--- src/hdl/tbp_pkg.sv ---
// Shared types and constants of the tuple bit packer.
// No dependencies; used by every module of the block.
package tbp_pkg;

    localparam int NUM_REGS           = 4;
    localparam int DATA_W             = 32;
    localparam int WIDTH_W            = 6;
    localparam int MAX_WIDTH          = 32;
    localparam int BYTE_W             = 8;
    localparam int OFFSET_W           = 12;
    localparam int APB_DATA_W         = 32;
    localparam int ADDR_W             = 4;
    localparam int SEL_W              = $clog2(NUM_REGS);
    localparam int IDX_W              = $clog2(NUM_REGS + 1);
    localparam int REMAIN_W           = $clog2(NUM_REGS * MAX_WIDTH + 1);
    localparam int ACC_W              = MAX_WIDTH + BYTE_W - 1;
    localparam int FILL_W             = $clog2(ACC_W + 1);
    localparam int FIELDS_DEFAULT     = 4;
    localparam int PAGE_BYTES_DEFAULT = 4096;

    localparam logic [WIDTH_W-1:0] WIDTH_RESET = WIDTH_W'(8);

    // Register indexes (byte address / 4)
    localparam logic [SEL_W-1:0] REG_WIDTH_FIELD0 = SEL_W'(0);
    localparam logic [SEL_W-1:0] REG_WIDTH_FIELD1 = SEL_W'(1);
    localparam logic [SEL_W-1:0] REG_WIDTH_FIELD2 = SEL_W'(2);
    localparam logic [SEL_W-1:0] REG_WIDTH_FIELD3 = SEL_W'(3);

    // One classified tuple: masked values, saturated widths, and the number
    // of bits still to come from field j onward
    typedef struct packed {
        logic                               eop;
        logic [NUM_REGS-1:0][DATA_W-1:0]    value;
        logic [NUM_REGS-1:0][WIDTH_W-1:0]   width;
        logic [NUM_REGS-1:0][REMAIN_W-1:0]  remain;
    } tuple_entry_t;

endpackage

--- src/hdl/tbp_front.sv ---
// Front end of the tuple bit packer: width registers, request intake and
// classification of each tuple. Depends on tbp_pkg.
module tbp_front #(
    parameter int FIELDS = tbp_pkg::FIELDS_DEFAULT
) (
    input  logic                             clk,
    input  logic                             rst_n,
    input  logic                             psel,
    input  logic                             penable,
    input  logic                             pwrite,
    input  logic [tbp_pkg::ADDR_W-1:0]       paddr,
    input  logic [tbp_pkg::APB_DATA_W-1:0]   pwdata,
    output logic [tbp_pkg::APB_DATA_W-1:0]   prdata,
    input  logic                             in_valid,
    output logic                             in_ready,
    input  logic [tbp_pkg::DATA_W-1:0]       value0,
    input  logic [tbp_pkg::DATA_W-1:0]       value1,
    input  logic [tbp_pkg::DATA_W-1:0]       value2,
    input  logic [tbp_pkg::DATA_W-1:0]       value3,
    input  logic                             end_of_page,
    input  logic                             q_full,
    output logic                             push,
    output tbp_pkg::tuple_entry_t            entry
);
    import tbp_pkg::*;

    logic [WIDTH_W-1:0]                width_reg [NUM_REGS];
    logic [SEL_W-1:0]                  reg_sel;
    logic                              cfg_write;
    logic [NUM_REGS-1:0][DATA_W-1:0]   value_in;
    logic [REMAIN_W-1:0]               run_sum;
    logic [WIDTH_W-1:0]                w_sat;

    assign reg_sel   = paddr[SEL_W+1:2];
    assign cfg_write = psel && penable && pwrite;

    // Hold the field widths; ignore writes while not addressed
    always_ff @(posedge clk or negedge rst_n)
    begin
        if (!rst_n)
        begin
            for (int i = 0; i < NUM_REGS; i++)
            begin
                width_reg[i] <= WIDTH_RESET;
            end
        end
        else if (cfg_write)
        begin
            case (reg_sel)
                REG_WIDTH_FIELD0: width_reg[0] <= pwdata[WIDTH_W-1:0];
                REG_WIDTH_FIELD1: width_reg[1] <= pwdata[WIDTH_W-1:0];
                REG_WIDTH_FIELD2: width_reg[2] <= pwdata[WIDTH_W-1:0];
                REG_WIDTH_FIELD3: width_reg[3] <= pwdata[WIDTH_W-1:0];
                default: ;
            endcase
        end
    end

    // Return the addressed width
    assign prdata = APB_DATA_W'(width_reg[reg_sel]);

    // Accept a request whenever the queue has room
    assign in_ready = !q_full;
    assign push     = in_valid && !q_full;

    assign value_in = {value3, value2, value1, value0};

    // Saturate widths, mask values, and build suffix sums of widths
    always_comb
    begin
        entry     = '0;
        entry.eop = end_of_page;
        run_sum   = '0;
        w_sat     = '0;
        for (int j = NUM_REGS - 1; j >= 0; j--)
        begin
            if (j >= FIELDS)
            begin
                w_sat = '0;
            end
            else if (width_reg[j] > WIDTH_W'(MAX_WIDTH))
            begin
                w_sat = WIDTH_W'(MAX_WIDTH);
            end
            else
            begin
                w_sat = width_reg[j];
            end
            entry.width[j]  = w_sat;
            entry.value[j]  = value_in[j] & ~({DATA_W{1'b1}} << w_sat);
            run_sum         = run_sum + REMAIN_W'(w_sat);
            entry.remain[j] = run_sum;
        end
    end

endmodule

--- src/hdl/tbp_queue.sv ---
// Two-entry queue of classified tuples between front and back end.
// Depends on tbp_pkg.
module tbp_queue (
    input  logic                    clk,
    input  logic                    rst_n,
    input  logic                    push,
    input  tbp_pkg::tuple_entry_t   push_entry,
    output logic                    full,
    input  logic                    pop,
    output logic                    head_valid,
    output tbp_pkg::tuple_entry_t   head
);
    import tbp_pkg::*;

    tuple_entry_t  slot_reg [2];
    logic          wr_ptr_reg;
    logic          rd_ptr_reg;
    logic [1:0]    count_reg;
    logic [1:0]    count_next;

    assign full       = (count_reg == 2'd2);
    assign head_valid = (count_reg != 2'd0);
    assign head       = slot_reg[rd_ptr_reg];

    // Store pushed entries
    always_ff @(posedge clk)
    begin
        if (push)
        begin
            slot_reg[wr_ptr_reg] <= push_entry;
        end
    end

    // Advance pointers and occupancy
    always_comb
    begin
        count_next = count_reg;
        case ({push, pop})
            2'b10:   count_next = count_reg + 2'd1;
            2'b01:   count_next = count_reg - 2'd1;
            default: count_next = count_reg;
        endcase
    end

    always_ff @(posedge clk or negedge rst_n)
    begin
        if (!rst_n)
        begin
            wr_ptr_reg <= 1'b0;
            rd_ptr_reg <= 1'b0;
            count_reg  <= 2'd0;
        end
        else
        begin
            if (push)
            begin
                wr_ptr_reg <= !wr_ptr_reg;
            end
            if (pop)
            begin
                rd_ptr_reg <= !rd_ptr_reg;
            end
            count_reg <= count_next;
        end
    end

endmodule

--- src/hdl/tbp_back.sv ---
// Back end of the tuple bit packer: bit accumulator, byte emission,
// page position and the output register. Depends on tbp_pkg.
module tbp_back #(
    parameter int FIELDS     = tbp_pkg::FIELDS_DEFAULT,
    parameter int PAGE_BYTES = tbp_pkg::PAGE_BYTES_DEFAULT
) (
    input  logic                           clk,
    input  logic                           rst_n,
    input  logic                           head_valid,
    input  tbp_pkg::tuple_entry_t          head,
    output logic                           pop,
    output logic                           out_valid,
    input  logic                           out_ready,
    output logic [tbp_pkg::BYTE_W-1:0]     out_byte,
    output logic [tbp_pkg::OFFSET_W-1:0]   byte_offset,
    output logic                           last_of_item
);
    import tbp_pkg::*;

    localparam int POS_W = $clog2(PAGE_BYTES);
    localparam int ACT   = (FIELDS < NUM_REGS) ? FIELDS : NUM_REGS;
    localparam logic [IDX_W-1:0] FIELD_COUNT = IDX_W'(ACT);
    localparam logic [FILL_W-1:0] BYTE_FILL  = FILL_W'(BYTE_W);

    logic [ACC_W-1:0]     acc_reg,  acc_next;
    logic [FILL_W-1:0]    fill_reg, fill_next;
    logic [IDX_W-1:0]     idx_reg,  idx_next;
    logic [POS_W-1:0]     pos_reg,  pos_next;
    logic                 out_valid_reg;
    logic [BYTE_W-1:0]    out_byte_reg;
    logic [OFFSET_W-1:0]  out_offset_reg;
    logic                 out_last_reg;

    logic [SEL_W-1:0]     sel;
    logic                 fields_left;
    logic [REMAIN_W-1:0]  rem;
    logic [REMAIN_W:0]    left_bits;
    logic                 slot_free;
    logic                 emit_full;
    logic                 absorb;
    logic                 pad;
    logic                 emit;
    logic                 last_full;
    logic [ACC_W-1:0]     shifted_down;
    logic [ACC_W-1:0]     shifted_up;
    logic [BYTE_W-1:0]    byte_val;

    assign sel         = idx_reg[SEL_W-1:0];
    assign fields_left = (idx_reg < FIELD_COUNT);
    assign rem         = fields_left ? head.remain[sel] : '0;
    assign slot_free   = !out_valid_reg || out_ready;

    // Classify the step: emit a full byte, take a field, or pad at page end
    assign emit_full = head_valid && (fill_reg >= BYTE_FILL) && slot_free;
    assign absorb    = head_valid && (fill_reg < BYTE_FILL) && fields_left;
    assign pad       = head_valid && (fill_reg < BYTE_FILL) && !fields_left
                       && head.eop && (fill_reg != '0) && slot_free;
    assign emit      = emit_full || pad;

    // A full byte is the last one when no full byte and no pad follows
    assign left_bits = (REMAIN_W+1)'(fill_reg - BYTE_FILL) + (REMAIN_W+1)'(rem);
    assign last_full = (left_bits < (REMAIN_W+1)'(BYTE_W))
                       && !(head.eop && (left_bits != '0));

    assign shifted_down = acc_reg >> (fill_reg - BYTE_FILL);
    assign shifted_up   = acc_reg << (BYTE_FILL - fill_reg);
    assign byte_val     = pad ? shifted_up[BYTE_W-1:0] : shifted_down[BYTE_W-1:0];

    // Advance the accumulator, field index and page position
    always_comb
    begin
        acc_next  = acc_reg;
        fill_next = fill_reg;
        idx_next  = idx_reg;
        pos_next  = pos_reg;
        if (absorb)
        begin
            acc_next  = (acc_reg << head.width[sel]) | ACC_W'(head.value[sel]);
            fill_next = fill_reg + FILL_W'(head.width[sel]);
            idx_next  = idx_reg + IDX_W'(1);
        end
        if (emit)
        begin
            fill_next = emit_full ? (fill_reg - BYTE_FILL) : '0;
            pos_next  = (pos_reg == POS_W'(PAGE_BYTES - 1)) ? '0 : pos_reg + POS_W'(1);
        end
        pop = head_valid && (idx_next == FIELD_COUNT) && (fill_next < BYTE_FILL)
              && !(head.eop && (fill_next != '0));
        if (pop)
        begin
            idx_next = '0;
            if (head.eop)
            begin
                pos_next = '0;
            end
        end
    end

    always_ff @(posedge clk or negedge rst_n)
    begin
        if (!rst_n)
        begin
            acc_reg  <= '0;
            fill_reg <= '0;
            idx_reg  <= '0;
            pos_reg  <= '0;
        end
        else
        begin
            acc_reg  <= acc_next;
            fill_reg <= fill_next;
            idx_reg  <= idx_next;
            pos_reg  <= pos_next;
        end
    end

    // Hold the emitted byte until the receiver takes it
    always_ff @(posedge clk or negedge rst_n)
    begin
        if (!rst_n)
        begin
            out_valid_reg <= 1'b0;
        end
        else if (emit)
        begin
            out_valid_reg <= 1'b1;
        end
        else if (out_ready)
        begin
            out_valid_reg <= 1'b0;
        end
    end

    always_ff @(posedge clk)
    begin
        if (emit)
        begin
            out_byte_reg   <= byte_val;
            out_offset_reg <= OFFSET_W'(pos_reg);
            out_last_reg   <= pad || last_full;
        end
    end

    assign out_valid    = out_valid_reg;
    assign out_byte     = out_byte_reg;
    assign byte_offset  = out_offset_reg;
    assign last_of_item = out_last_reg;

    a_fill_bound: assert property (@(posedge clk) disable iff (!rst_n)
        fill_reg <= FILL_W'(ACC_W))
        else $error("accumulator fill exceeds its width");

    a_pop_clean: assert property (@(posedge clk) disable iff (!rst_n)
        pop |=> (fill_reg < BYTE_FILL) && (idx_reg == '0))
        else $error("tuple retired with a full byte or fields left");

    a_eop_restart: assert property (@(posedge clk) disable iff (!rst_n)
        (pop && head.eop) |=> (pos_reg == '0) && (fill_reg == '0))
        else $error("end of page did not restart the page");

    a_stall_keep: assert property (@(posedge clk) disable iff (!rst_n)
        (out_valid_reg && !out_ready) |=> out_valid_reg && $stable(out_byte_reg))
        else $error("pending byte lost while the receiver stalls");

endmodule

--- src/hdl/tuple_bit_packer.sv ---
// Top level of the tuple bit packer: APB width registers, tuple intake,
// queue and byte emitter. Depends on tbp_pkg, tbp_front, tbp_queue, tbp_back.
//
// Usage:
//   Configure width_field0..3 over the APB port (byte addresses 0, 4, 8, 12)
//   while the block is idle; widths above 32 act as 32, zero drops the field.
//   Input requests (value0..3, end_of_page) enter on in_valid/in_ready; each
//   completed byte leaves on out_valid/out_ready with its page offset, and
//   last_of_item marks the final byte of a tuple. A tuple with no full byte
//   and no flush produces nothing.
//   A request is stored in the queue when accepted and reaches the emitter
//   from there; the emitter takes one field per cycle until a byte completes,
//   and each completed byte is registered before out_valid rises.
//   In each step the emitter either takes a field or emits a byte, never both,
//   so the fields and bytes of one tuple are handled one after another.
//   A two-entry queue lets new requests enter while bytes still drain.
//   Reset: widths return to 8, leftover bits and the page position clear.
//   When the receiver stalls, the pending byte holds, the emitter waits and
//   in_ready drops once the queue fills.
module tuple_bit_packer #(
    parameter int FIELDS     = tbp_pkg::FIELDS_DEFAULT,
    parameter int PAGE_BYTES = tbp_pkg::PAGE_BYTES_DEFAULT
) (
    input  logic                             clk,
    input  logic                             rst_n,
    input  logic                             psel,
    input  logic                             penable,
    input  logic                             pwrite,
    input  logic [tbp_pkg::ADDR_W-1:0]       paddr,
    input  logic [tbp_pkg::APB_DATA_W-1:0]   pwdata,
    output logic [tbp_pkg::APB_DATA_W-1:0]   prdata,
    output logic                             pready,
    input  logic                             in_valid,
    output logic                             in_ready,
    input  logic [tbp_pkg::DATA_W-1:0]       value0,
    input  logic [tbp_pkg::DATA_W-1:0]       value1,
    input  logic [tbp_pkg::DATA_W-1:0]       value2,
    input  logic [tbp_pkg::DATA_W-1:0]       value3,
    input  logic                             end_of_page,
    output logic                             out_valid,
    input  logic                             out_ready,
    output logic [tbp_pkg::BYTE_W-1:0]       out_byte,
    output logic [tbp_pkg::OFFSET_W-1:0]     byte_offset,
    output logic                             last_of_item
);
    import tbp_pkg::*;

    logic          q_full;
    logic          push;
    tuple_entry_t  push_entry;
    logic          pop;
    logic          head_valid;
    tuple_entry_t  head;

    assign pready = 1'b1;

    // Accept and classify requests
    tbp_front #(
        .FIELDS (FIELDS)
    ) u_front (
        .clk         (clk),
        .rst_n       (rst_n),
        .psel        (psel),
        .penable     (penable),
        .pwrite      (pwrite),
        .paddr       (paddr),
        .pwdata      (pwdata),
        .prdata      (prdata),
        .in_valid    (in_valid),
        .in_ready    (in_ready),
        .value0      (value0),
        .value1      (value1),
        .value2      (value2),
        .value3      (value3),
        .end_of_page (end_of_page),
        .q_full      (q_full),
        .push        (push),
        .entry       (push_entry)
    );

    // Decouple intake from emission
    tbp_queue u_queue (
        .clk        (clk),
        .rst_n      (rst_n),
        .push       (push),
        .push_entry (push_entry),
        .full       (q_full),
        .pop        (pop),
        .head_valid (head_valid),
        .head       (head)
    );

    // Pack bits and emit bytes
    tbp_back #(
        .FIELDS     (FIELDS),
        .PAGE_BYTES (PAGE_BYTES)
    ) u_back (
        .clk          (clk),
        .rst_n        (rst_n),
        .head_valid   (head_valid),
        .head         (head),
        .pop          (pop),
        .out_valid    (out_valid),
        .out_ready    (out_ready),
        .out_byte     (out_byte),
        .byte_offset  (byte_offset),
        .last_of_item (last_of_item)
    );

endmodule

--- config.mk ---
export PLATFORM = sky130hd
export DESIGN_NAME = tuple_bit_packer
export DESIGN_NICKNAME = d
export VERILOG_FILES = /design/src/hdl/tbp_pkg.sv /design/src/hdl/tbp_front.sv /design/src/hdl/tbp_queue.sv /design/src/hdl/tbp_back.sv /design/src/hdl/tuple_bit_packer.sv
export SDC_FILE = /design/constraint.sdc
export NUM_CORES = 1
export LEC_CHECK = 0
export BUFFER_PORTS_ARGS = -buffer_cell sky130_fd_sc_hd__buf_4
export CAP_MARGIN = 20
export CORE_ASPECT_RATIO = 0.9
export CORE_UTILIZATION = 45
export DETAILED_ROUTE_END_ITERATION = 10
export HOLD_SLACK_MARGIN = 0.08
export SLEW_MARGIN = 30
export SYNTH_ARGS = -nofsm -noshare
export SYNTH_HDL_FRONTEND = slang
export SYNTH_SLANG_ARGS = --single-unit
--- constraint.sdc ---
create_clock -name clk -period 10.2 [get_ports clk]
set_clock_uncertainty 0.15 [all_clocks]
set_input_delay 2.04 -clock clk [delete_from_list [all_inputs] [get_ports clk]]
set_output_delay 2.04 -clock clk [all_outputs]
set_load 0.02 [all_outputs]
==> key figures, run 1 <==
Logic synthesis
  • Post-synthesis sequential area ratio: 53.8%
  • Synth unique cells: 78
  • Main synth FF type: edfxtp_1
  • Avg Cell Area, Syn: 12.8 um2
  • Top post-synthesis cells by area: edfxtp_1 45%, mux4_2 9.9%, dfrtp_1 8.5%, mux2i_1 4.7%, nand2_1 2.6%
  • Post-synth EDFFs: 373
  • Synth top area share: 44.9%
  • Post-synth ARST share: 19.3%
  • Mux share of post-synthesis cell area: 17.4%
  • Yosys reg bits: 462
  • Largest family of logic cells by synthesized area: multiplexers
  • Complex-gate fraction of the synthesized area: 11.3%
  • Post-Synth XOR/XNOR Area: 1.70%
  • Synth area leader: edfxtp_1
  • Synthesized area: 0.0250 mm2
  • Post-Synthesis Cells: 1957
  • Simple-gate portion of the synthesized area: 9.58%
  • Syn. warnings: 0
  • Post-synthesis adder-cell area fraction: 2.35%

Die
  • Rows: 81
  • Full die area: 0.0564 mm2
  • IO Pins: 228
  • Initial Util: 45.8%
  • Core area: 0.0545 mm2
  • Die H: 225 um
  • Die W: 250 um

Worst setup path
  • Worst path arrival time: 6.56 ns
  • Peak fanout along the critical path: 32
  • CP most frequent cell: buf_4
  • Critical Path Max Stage Delay: 0.77 ns
  • WS Path Type: reg2reg
  • CP Cell Sequence: buf_4 -> mux4_2 -> mux2i_4 -> inv_2 -> ha_1 -> a21o_1 -> a21oi_1 -> o21ai_0 -> xor2_1 -> a211oi_2 -> a311o_2 -> nor4_4 -> buf_4 -> nor3_1
  • Worst setup EP type: flop
  • Startpoint types: flop
  • FF-to-FF path depth: 14
  • CP Data Required Time: 10.52 ns
  • CP max stage cell: dfrtp_4

Placed design
  • Final HPWL DP: 51400 um
  • Port Buffers: 172
  • Dpl cells: 2731
  • Placed cell area: 0.0267 mm2
  • GP Congestion: 0.921

Timing
  • Crit path time final: 6.25 ns
  • Final Max Slew Viols: 0
  • Fin crit share: 61.3%
  • Slew headroom: 33.1%
  • RSZ-0062 raised after global routing: no
  • Worst slew pin tran: 1.00 ns
  • Hold Worst Slack: 0.345 ns
  • Max Freq: 160 MHz
  • Final hold vios: 0
  • Setup violators final: 0
  • TNS Setup: 0 ns

Finish
  • Area grow syn2layout: 14.4%
  • Final nets: 2293
  • N_diodes: 0
  • Commonest non-fill, non-tap cell in the layout: edfxtp_1
  • Non-filler cells, final: 2824
  • Share of layout cells above drive strength 1: 23.5%
  • Post-route cell area: 0.0285 mm2
  • Max reg flops: 352
  • Most frequent cells in the layout: 373 x edfxtp_1, 203 x buf_4, 173 x nand2_1

Drt
  • Routed Antenna Nets: 0
  • Vias: 17.3k
  • DR pass1 iterations: 6
  • Initial DRC count: 1765
  • Routed WL: 73300 um
  • DRC: 0
  • Routed len/inst: 26.0 um
  • Via density: 6.11

Hold path
  • Hold Path Class: reg2reg
  • Hold Path Depth: 0

Clocking
  • Root buffer cell: clkbuf_16
  • Clock slew at reported path FFs: 0.06 ns
  • Num CTS Buffers: 50
  • CTS tree: yes
  • Worst skew pair latency: 0.63 ns
  • H-tree depth: 2
  • PostCTS Resize Cnt: 0
  • Clk sinks: 462
  • Post-CTS Hold Fix Bufs: 0
  • Maximum clock path buffer count: 3
  • Setup bufs post-CTS: 0

Power
  • Combinational Power Share: 50.5%
  • Internal power: 0.00620 W
  • Net Sw Power: 0.00459 W
  • Clock share of power: 18.4%
  • Sw frac: 42.6%
  • Cell Pwr Density: 378 mW/mm2
  • Sequential cell fraction of total power: 31.1%
  • IR Drop Worst-Case VDD: 186 uV
  • Leak: 10.7 nW

Global routing
  • Vias in the first global route: 17.0k
  • Pin count of the biggest net entering global routing: 156
  • Antenna violations before repair: 1
  • GR Overflow Total: 0
  • First-pass GRT wire length: 109000 um
  • Overall Global Routing Usage: 25.9%

Outcome
  • Status: complete, no violations

Run
  • Max_cap viols: 0
-- cells in the mapped netlist, drive strengths merged, types with 18 or more instances --
master,number
dfrtp,85
a21oi,82
o21ai,65
inv,42
edfxtp,373
nor3,22
xnor2,28
nand3,40
nand2,173
nor2b,59
xor2,18
a21boi,62
and2,24
mux2,54
clkbuf,87
buf,75
nor2,144
mux4,110
ha,38
mux2i,122
o21a,34
-- kinds of logic (layout without fill, tap and decap cells) --
| family | Yosys count | in the layout |
|---|---|---|
| AO/OA/AOI/OAI | 400 | 400 |
| flip-flops | 462 | 462 |
| XOR/XNOR | 47 | 47 |
| buffers and inverters | 204 | 341 |
| other | 2 | 27 |
| AND/OR/NAND/NOR | 512 | 512 |
| adder cells (fa/ha/maj) | 44 | 44 |
| multiplexers | 286 | 286 |
-- final cells by class --
| class | count | area, um2 |
|---|---|---|
| clock inverters | 33 | 497 |
| flip-flops and latches | 462 | 13400 |
| well taps | 705 | 882 |
| fillers | 4763 | 26000 |
| multi-input cells | 1316 | 10700 |
| repair buffers | 206 | 1570 |
| inverters | 42 | 158 |
| clock buffers | 60 | 1310 |
-- critical path: cells and delay by family (launching register included) --
kind / cells / cell delay (ns)
AOI/OAI and AO/OA: 5 / 1.11
xor gates and xnor gates: 1 / 0.27
adders and majority gates: 1 / 0.43
buffers and inverters: 3 / 1.47
DFF: 1 / 0.77
muxes: 2 / 1.27
and+or+nand+nor: 2 / 0.60
-- worst paths after layout --
path / start / endpoint / slack [ns]
worst max register to register: u_queue.rd_ptr_reg$_DFFE_PN0N_ / u_back.pos_reg[11]$_DFF_PN0_ / 3.95
worst min register to register: u_back.pos_reg[10]$_DFF_PN0_ / u_back.byte_offset[10]$_DFFE_PN_ / 0.34
worst max-delay path: u_queue.rd_ptr_reg$_DFFE_PN0N_ / u_back.pos_reg[11]$_DFF_PN0_ / 3.95
max in group asynchronous: rst_n / u_back.pos_reg[5]$_DFF_PN0_ / 7.68
min in group asynchronous: rst_n / u_queue.count_reg[0]$_DFFE_PN0P_ / 1.16
worst min-delay path: u_back.pos_reg[10]$_DFF_PN0_ / u_back.byte_offset[10]$_DFFE_PN_ / 0.34
-- per-layer routing --
layer | share of wire (%) | track usage, %
met5 | 0 | 0
met4 | 2.3 | 6.79
met3 | 7.3 | 3.63
met2 | 47 | 41.5
met1 | 43 | 37.2
-- power by group through the flow --
stage	Clock, W	Combinational [W]	Sequential [W]
2_1_floorplan	0	0.00399	0.00318
3_3_place_gp	0	0.00535	0.00335
3_5_place_dp	0	0.00539	0.00338
4_1_cts	0.00202	0.00541	0.00335
5_1_grt	0.00208	0.00588	0.00341
6_report	0.00199	0.00544	0.00335
-- through the flow --
step	setup slack [ns]	total power (W)	utilization [%]
global route	3.54	0.0114	52.4
finish	3.95	0.0108	52.4
global placement	3.74	0.00871	49.0
floorplan	2.87	0.00717	-
detailed placement	3.92	0.00878	49.0
CTS	3.88	0.0108	52.3
No activity file was read; power rests on OpenSTA's default activity.
==> run 2: changes to the inputs <==
Clock period 10.2 ns to 6 ns, I/O delays scaled along.
==> run 2 against run 1 <==
  * Sequential power increased by 70%
  * Utilization shrank 0.10 points
  * Register-to-register slack got worse by 2.8 ns
  * Critical path depth did not move
  * Critical path type unchanged
  * Sequential cell count unchanged
==> key figures, run 2 (synthesis results as in run 1) <==
Drt
  • Via density: 6.06 (-0.73%)
  • Routed len/inst: 26.0 um (+0.15%)
  • Initial DRC count: 1669 (-5.4%)
  • Routed Antenna Nets: 0 (unchanged)
  • DRC: 0 (unchanged)
  • DR pass1 iterations: 7 (+1)
  • Routed WL: 73600 um (+0.43%)
  • Vias: 17.2k (-0.45%)

Clocking
  • CTS tree: yes
  • Num CTS Buffers: 51 (+2.0%)
  • H-tree depth: 2 (unchanged)
  • Clock slew at reported path FFs: 0.06 ns (about the same)
  • Root buffer cell: clkbuf_16
  • PostCTS Resize Cnt: 0 (unchanged)
  • Post-CTS Hold Fix Bufs: 0 (unchanged)
  • Clk sinks: 462 (unchanged)
  • Maximum clock path buffer count: 3 (unchanged)
  • Worst skew pair latency: 0.63 ns (about the same)
  • Setup bufs post-CTS: 0 (unchanged)

Power
  • Cell Pwr Density: 636 mW/mm2 (+68%)
  • IR Drop Worst-Case VDD: 325 uV (+75%)
  • Leak: 10.7 nW (about the same)

Global routing
  • Antenna violations before repair: 2 (+1)
  • Vias in the first global route: 17.5k (+3.2%)
  • First-pass GRT wire length: 110000 um (+1.0%)
  • GR Overflow Total: 0 (unchanged)
  • Overall Global Routing Usage: 26.2% (+0.29 points)
  • Pin count of the biggest net entering global routing: 157 (+0.64%)

Hold path
  • Hold Path Class: reg2reg
  • Worst Min Path Start: u_back.pos_reg[10]$_DFF_PN0_

Finish
  • Most frequent cells in the layout: 373 x edfxtp_1, 211 x buf_4, 173 x nand2_1
  • N_diodes: 0 (unchanged)
  • Share of layout cells above drive strength 1: 23.6% (+0.10 points)
  • Post-route cell area: 0.0285 mm2 (-0.19%)
  • Non-filler cells, final: 2832 (+0.28%)
  • Final nets: 2302 (+0.39%)
  • Area grow syn2layout: 14.1%
  • Commonest non-fill, non-tap cell in the layout: edfxtp_1
  • Max reg flops: 352 (unchanged)
  • FILL cells: 4704 (-1.2%)

Worst setup path
  • Startpoint types: flop
  • CP Data Required Time: 6.39 ns (-4.13 ns)
  • CP Launch Point: u_queue.rd_ptr_reg$_DFFE_PN0N_
  • Reg2reg start: u_queue.rd_ptr_reg$_DFFE_PN0N_
  • Worst path arrival time: 5.25 ns (-1.31 ns)
  • WS Path Type: reg2reg
  • Peak fanout along the critical path: 34 (+6.3%)
  • Worst setup EP type: flop

Die
  • Core area: 0.0545 mm2 (unchanged)
  • Rows: 81 (unchanged)
  • Die W: 250 um (unchanged)
  • Die H: 225 um (unchanged)
  • Full die area: 0.0564 mm2 (unchanged)
  • IO Pins: 228 (unchanged)
  • Initial Util: 45.8% (unchanged)

Run
  • Max_cap viols: 0 (unchanged)

Placed design
  • GP Congestion: 0.912 (-1.0%)
  • Port Buffers: 172 (unchanged)
  • Worst slack, placed: 1.13 ns (-2.79 ns)
  • Dpl cells: 2738 (+0.26%)
  • Final HPWL DP: 51900 um (+0.86%)
  • Placed cell area: 0.0268 mm2 (+0.24%)

Outcome
  • Status: complete, no violations

Timing
  • Final Worst Setup Slack: 1.14 ns (-2.81 ns)
  • TNS Setup: 0 ns (unchanged)
  • Worst slew pin tran: 1.06 ns (+0.0603 ns)
  • Final Max Slew Viols: 0 (unchanged)
  • Slew headroom: 29.1% (-4.0 points)
  • RSZ-0062 raised after global routing: no
  • Setup violators final: 0 (unchanged)
  • Fin crit share: 81.0% (+20 points)
  • Max Freq: 206 MHz (+29%)
  • Final hold vios: 0 (unchanged)
  • Crit path time final: 4.86 ns (-1.39 ns)
[run 2: cell types whose count changed in the layout (fill, tap and decap cells not counted), sizes merged]
cell | previous run | this run
buf | 206 | 214
clkinv | 18 | 21
bufinv | 11 | 4
clkbuf | 60 | 66
clkinvlp | 3 | 1
[run 2: report_power, final]
group | leakage, nW | internal [W] | total [W] | switching (W)
clock | 0.812 | 0.00180 | 0.00313 | 0.00132
combinational | 5.32 | 0.00368 | 0.00931 | 0.00563
sequential | 4.59 | 0.00485 | 0.00568 | 0.000835
[run 2: final cells by class]
class | instances | area, um2 | area share (%)
clock buffers | 66 | 1380 | 4.85
well taps | 705 | 882 | 3.10
multi-input cells | 1316 | 10700 | 37.5
clock inverters | 27 | 280 | 0.984
repair buffers | 214 | 1650 | 5.80
inverters | 42 | 158 | 0.553
flip-flops and latches | 462 | 13400 | 47.2
[run 2: through the flow]
stage,util (%),hold slack [ns],power [W]
final,52.3,0.338,0.0181
after global routing,52.3,0.364,0.0191
after CTS,52.2,0.339,0.0181
after detailed placement,49.2,0.324,0.0150
after global placement,49.1,0.332,0.0148
after floorplan,-,0.309,0.0122
[run 2: worst paths after layout]
path                                                     to  slack (ns)  cells past startpoint
setup / recovery           u_queue.count_reg[1]$_DFFE_PN0P_        1.14                     14
hold / removal             u_back.byte_offset[10]$_DFFE_PN_        0.34                      0
setup reg to reg           u_queue.count_reg[1]$_DFFE_PN0P_        1.14                     14
hold reg to reg            u_back.byte_offset[10]$_DFFE_PN_        0.34                      0
max in group asynchronous     u_back.acc_reg[6]$_DFFE_PN0P_        4.13                      2
min in group asynchronous      u_back.out_valid$_DFFE_PN0P_        0.47                      1
[run 2: per-layer routing]
| metal | global-route usage [%] | routed length (um) |
|---|---|---|
| met1 | 36.1 | 31300 |
| met2 | 41.0 | 33900 |
| met3 | 5.57 | 5780 |
| met4 | 9.60 | 2590 |
| met5 | 0 | 0 |
[run 2: worst max-delay path, cell delays in order, from the launching register on]
cell	delay (ns)
dfrtp_4	0.87
mux4_2	0.62
mux2i_4	0.23
inv_2	0.33
ha_1	0.39
a21o_1	0.18
a21oi_1	0.20
o21ai_0	0.13
xor2_1	0.24
a211oi_2	0.11
a311o_2	0.42
a211oi_4	0.29
ha_1	0.30
nor2_1	0.13
xor2_1	0.15
==> run 3: changes to the inputs <==
Clock period 6 ns to 4.9 ns, I/O delays scaled along.
==> run 3 against run 2 <==
  * Die area stayed put
  * Setup slack worse by 0.79 ns
  * Utilization is 0.54 points higher
  * Register-to-register slack worse by 0.79 ns
  * Maximum frequency is 6.8% higher
  * Worst hold slack worse by 0.075 ns
  * Highest routed layer unchanged
==> key figures, run 3 (synthesis results as in run 1) <==
Outcome
  • Status: complete, no violations

Worst setup path
  • CP Data Required Time: 5.29 ns (-1.10 ns)
  • Reg2reg start: u_queue.rd_ptr_reg$_DFFE_PN0N_
  • CP Launch Point: u_queue.rd_ptr_reg$_DFFE_PN0N_
  • Peak fanout along the critical path: 19 (-44%)
  • Critical Path Max Stage Delay: 0.67 ns (-0.20 ns)
  • Worst setup EP type: flop
  • Worst path arrival time: 4.94 ns (-0.31 ns)
  • Reg2reg end: u_queue.count_reg[1]$_DFFE_PN0P_
  • Startpoint types: flop
  • WS Path Type: reg2reg
  • CP max stage cell: dfrtp_4
  • R2R setup slack: 0.35 ns (-0.79 ns)
  • CP Cell Sequence: mux4_2 -> mux2i_4 -> inv_1 -> ha_1 -> fa_1 -> a21o_1 -> a21oi_1 -> xnor2_1 -> a21oi_1 -> o22a_1 -> nand4_1 -> a211oi_4 -> ha_1 -> nor2_1 -> xor2_1
  • FF-to-FF path depth: 15 (+1)

Drt
  • Routed len/inst: 26.3 um (+1.0%)
  • DR pass1 iterations: 5 (-2)
  • Routed Antenna Nets: 0 (unchanged)
  • Initial DRC count: 1613 (-3.4%)
  • Vias: 17.3k (+0.51%)
  • Routed WL: 75100 um (+2.0%)
  • Via density: 6.04 (-0.48%)
  • DRC: 0 (unchanged)

Placed design
  • Port Buffers: 172 (unchanged)
  • Final HPWL DP: 54300 um (+4.6%)
  • Worst slack, placed: 0.362 ns (-0.764 ns)
  • GP Congestion: 0.936 (+2.6%)

Finish
  • Max reg flops: 352 (unchanged)
  • Most frequent cells in the layout: 373 x edfxtp_1, 232 x buf_4, 173 x nand2_1
  • Share of layout cells above drive strength 1: 24.6% (+0.96 points)
  • Area grow syn2layout: 15.3%
  • FILL cells: 4720 (+0.34%)
  • Final nets: 2327 (+1.1%)
  • Commonest non-fill, non-tap cell in the layout: edfxtp_1

Global routing
  • First-pass GRT wire length: 111000 um (+1.3%)
  • Vias in the first global route: 17.2k (-1.8%)
  • Overall Global Routing Usage: 26.6% (+0.41 points)
  • Pin count of the biggest net entering global routing: 62 (-61%)
  • GR Overflow Total: 0 (unchanged)
  • Antenna violations before repair: 1 (-1)

Die
  • Die H: 225 um (unchanged)
  • IO Pins: 228 (unchanged)
  • Full die area: 0.0564 mm2 (unchanged)
  • Rows: 81 (unchanged)
  • Initial Util: 45.8% (unchanged)
  • Die W: 250 um (unchanged)
  • Core area: 0.0545 mm2 (unchanged)

Timing
  • Hold Worst Slack: 0.263 ns (-0.0748 ns)
  • Final Max Slew Viols: 0 (unchanged)
  • TNS Setup: 0 ns (unchanged)
  • Crit path time final: 4.55 ns (-0.311 ns)
  • Fin crit share: 92.8% (+12 points)
  • Max Freq: 220 MHz (+6.8%)
  • Final Worst Setup Slack: 0.353 ns (-0.789 ns)
  • Worst slew pin tran: 0.903 ns (-0.160 ns)
  • RSZ-0062 raised after global routing: no
  • Slew headroom: 39.4% (+10 points)
  • Final hold vios: 0 (unchanged)
  • Setup violators final: 0 (unchanged)

Hold path
  • Hold Path Class: in2async

Clocking
  • CTS tree: yes
  • Num CTS Buffers: 51 (unchanged)
  • H-tree depth: 2 (unchanged)
  • Worst skew pair latency: 0.63 ns (about the same)
  • Setup bufs post-CTS: 0 (unchanged)
  • PostCTS Resize Cnt: 0 (unchanged)
  • Post-CTS Hold Fix Bufs: 0 (unchanged)
  • Maximum clock path buffer count: 3 (unchanged)
  • Root buffer cell: clkbuf_16
  • Clk sinks: 462 (unchanged)
  • Clock slew at reported path FFs: 0.06 ns (about the same)

Power
  • Cell Pwr Density: 783 mW/mm2 (+23%)
  • IR Drop Worst-Case VDD: 331 uV (+1.8%)
  • Leak: 10.9 nW (+1.4%)

Run
  • Max_cap viols: 0 (unchanged)
[run 3: worst max-delay path by stage]
| stage | to | slack (ns) | depth (start not counted) |
|---|---|---|---|
| 4_1_cts | u_queue.count_reg[1]$_DFFE_PN0P_ | 0.35 | 15 |
| 3_5_place_dp | u_queue.count_reg[1]$_DFFE_PN0P_ | 0.36 | 15 |
| 3_3_place_gp | u_queue.count_reg[1]$_DFFE_PN0P_ | 0.44 | 15 |
| 2_1_floorplan | u_queue.count_reg[1]$_DFFE_PN0P_ | 0.59 | 17 |
| 5_1_grt | u_queue.count_reg[1]$_DFFE_PN0P_ | 0.11 | 14 |
| 6_report | u_queue.count_reg[1]$_DFFE_PN0P_ | 0.35 | 15 |
[run 3: area by class of cell]
type | instances | area, um2 | share of cell area (%)
Antenna cell | 1 | 2.50 | 0.00869
Clock buffer | 61 | 1330 | 4.63
Clock inverter | 34 | 388 | 1.35
Inverter | 42 | 158 | 0.548
Multi-Input combinational cell | 1316 | 10700 | 37.2
Sequential cell | 462 | 13400 | 46.7
Tap cell | 705 | 882 | 3.06
Timing Repair Buffer | 239 | 1880 | 6.54
[run 3: through the flow]
| step | util, % | std cells | cell area, um2 | total power [W] |
|---|---|---|---|---|
| after floorplan | - | 1982 | 25100 | 0.0149 |
| after global placement | 49.6 | 2763 | 27000 | 0.0184 |
| after detailed placement | 49.6 | 2763 | 27000 | 0.0186 |
| after CTS | 52.7 | 2858 | 28800 | 0.0225 |
| after global routing | 52.8 | 2859 | 28800 | 0.0237 |
| final | 52.8 | 2860 | 28800 | 0.0225 |
[run 3: critical path: cells and delay by family, from the launching register on]
| kind | cells | cell delay [ns] |
|---|---|---|
| AND/OR/NAND/NOR | 2 | 0.35 |
| multiplexers | 2 | 0.85 |
| flip-flops | 1 | 0.67 |
| adder cells (fa/ha/maj) | 3 | 1.00 |
| AO/OA/AOI/OAI | 5 | 0.99 |
| XOR/XNOR | 2 | 0.26 |
| buffers and inverters | 1 | 0.16 |
[run 3: where the power goes]
part           total [W]  switching, W  internal (W)
logic             0.0118       0.00713       0.00466
clock network    0.00393       0.00165       0.00228
registers        0.00683      0.000907       0.00592
[run 3: per-layer routing]
metal | track usage (%) | wire, um
met3 | 2.78 | 4660
met5 | 0 | 0
met2 | 42.5 | 35500
met1 | 38.5 | 32900
met4 | 8.27 | 1950
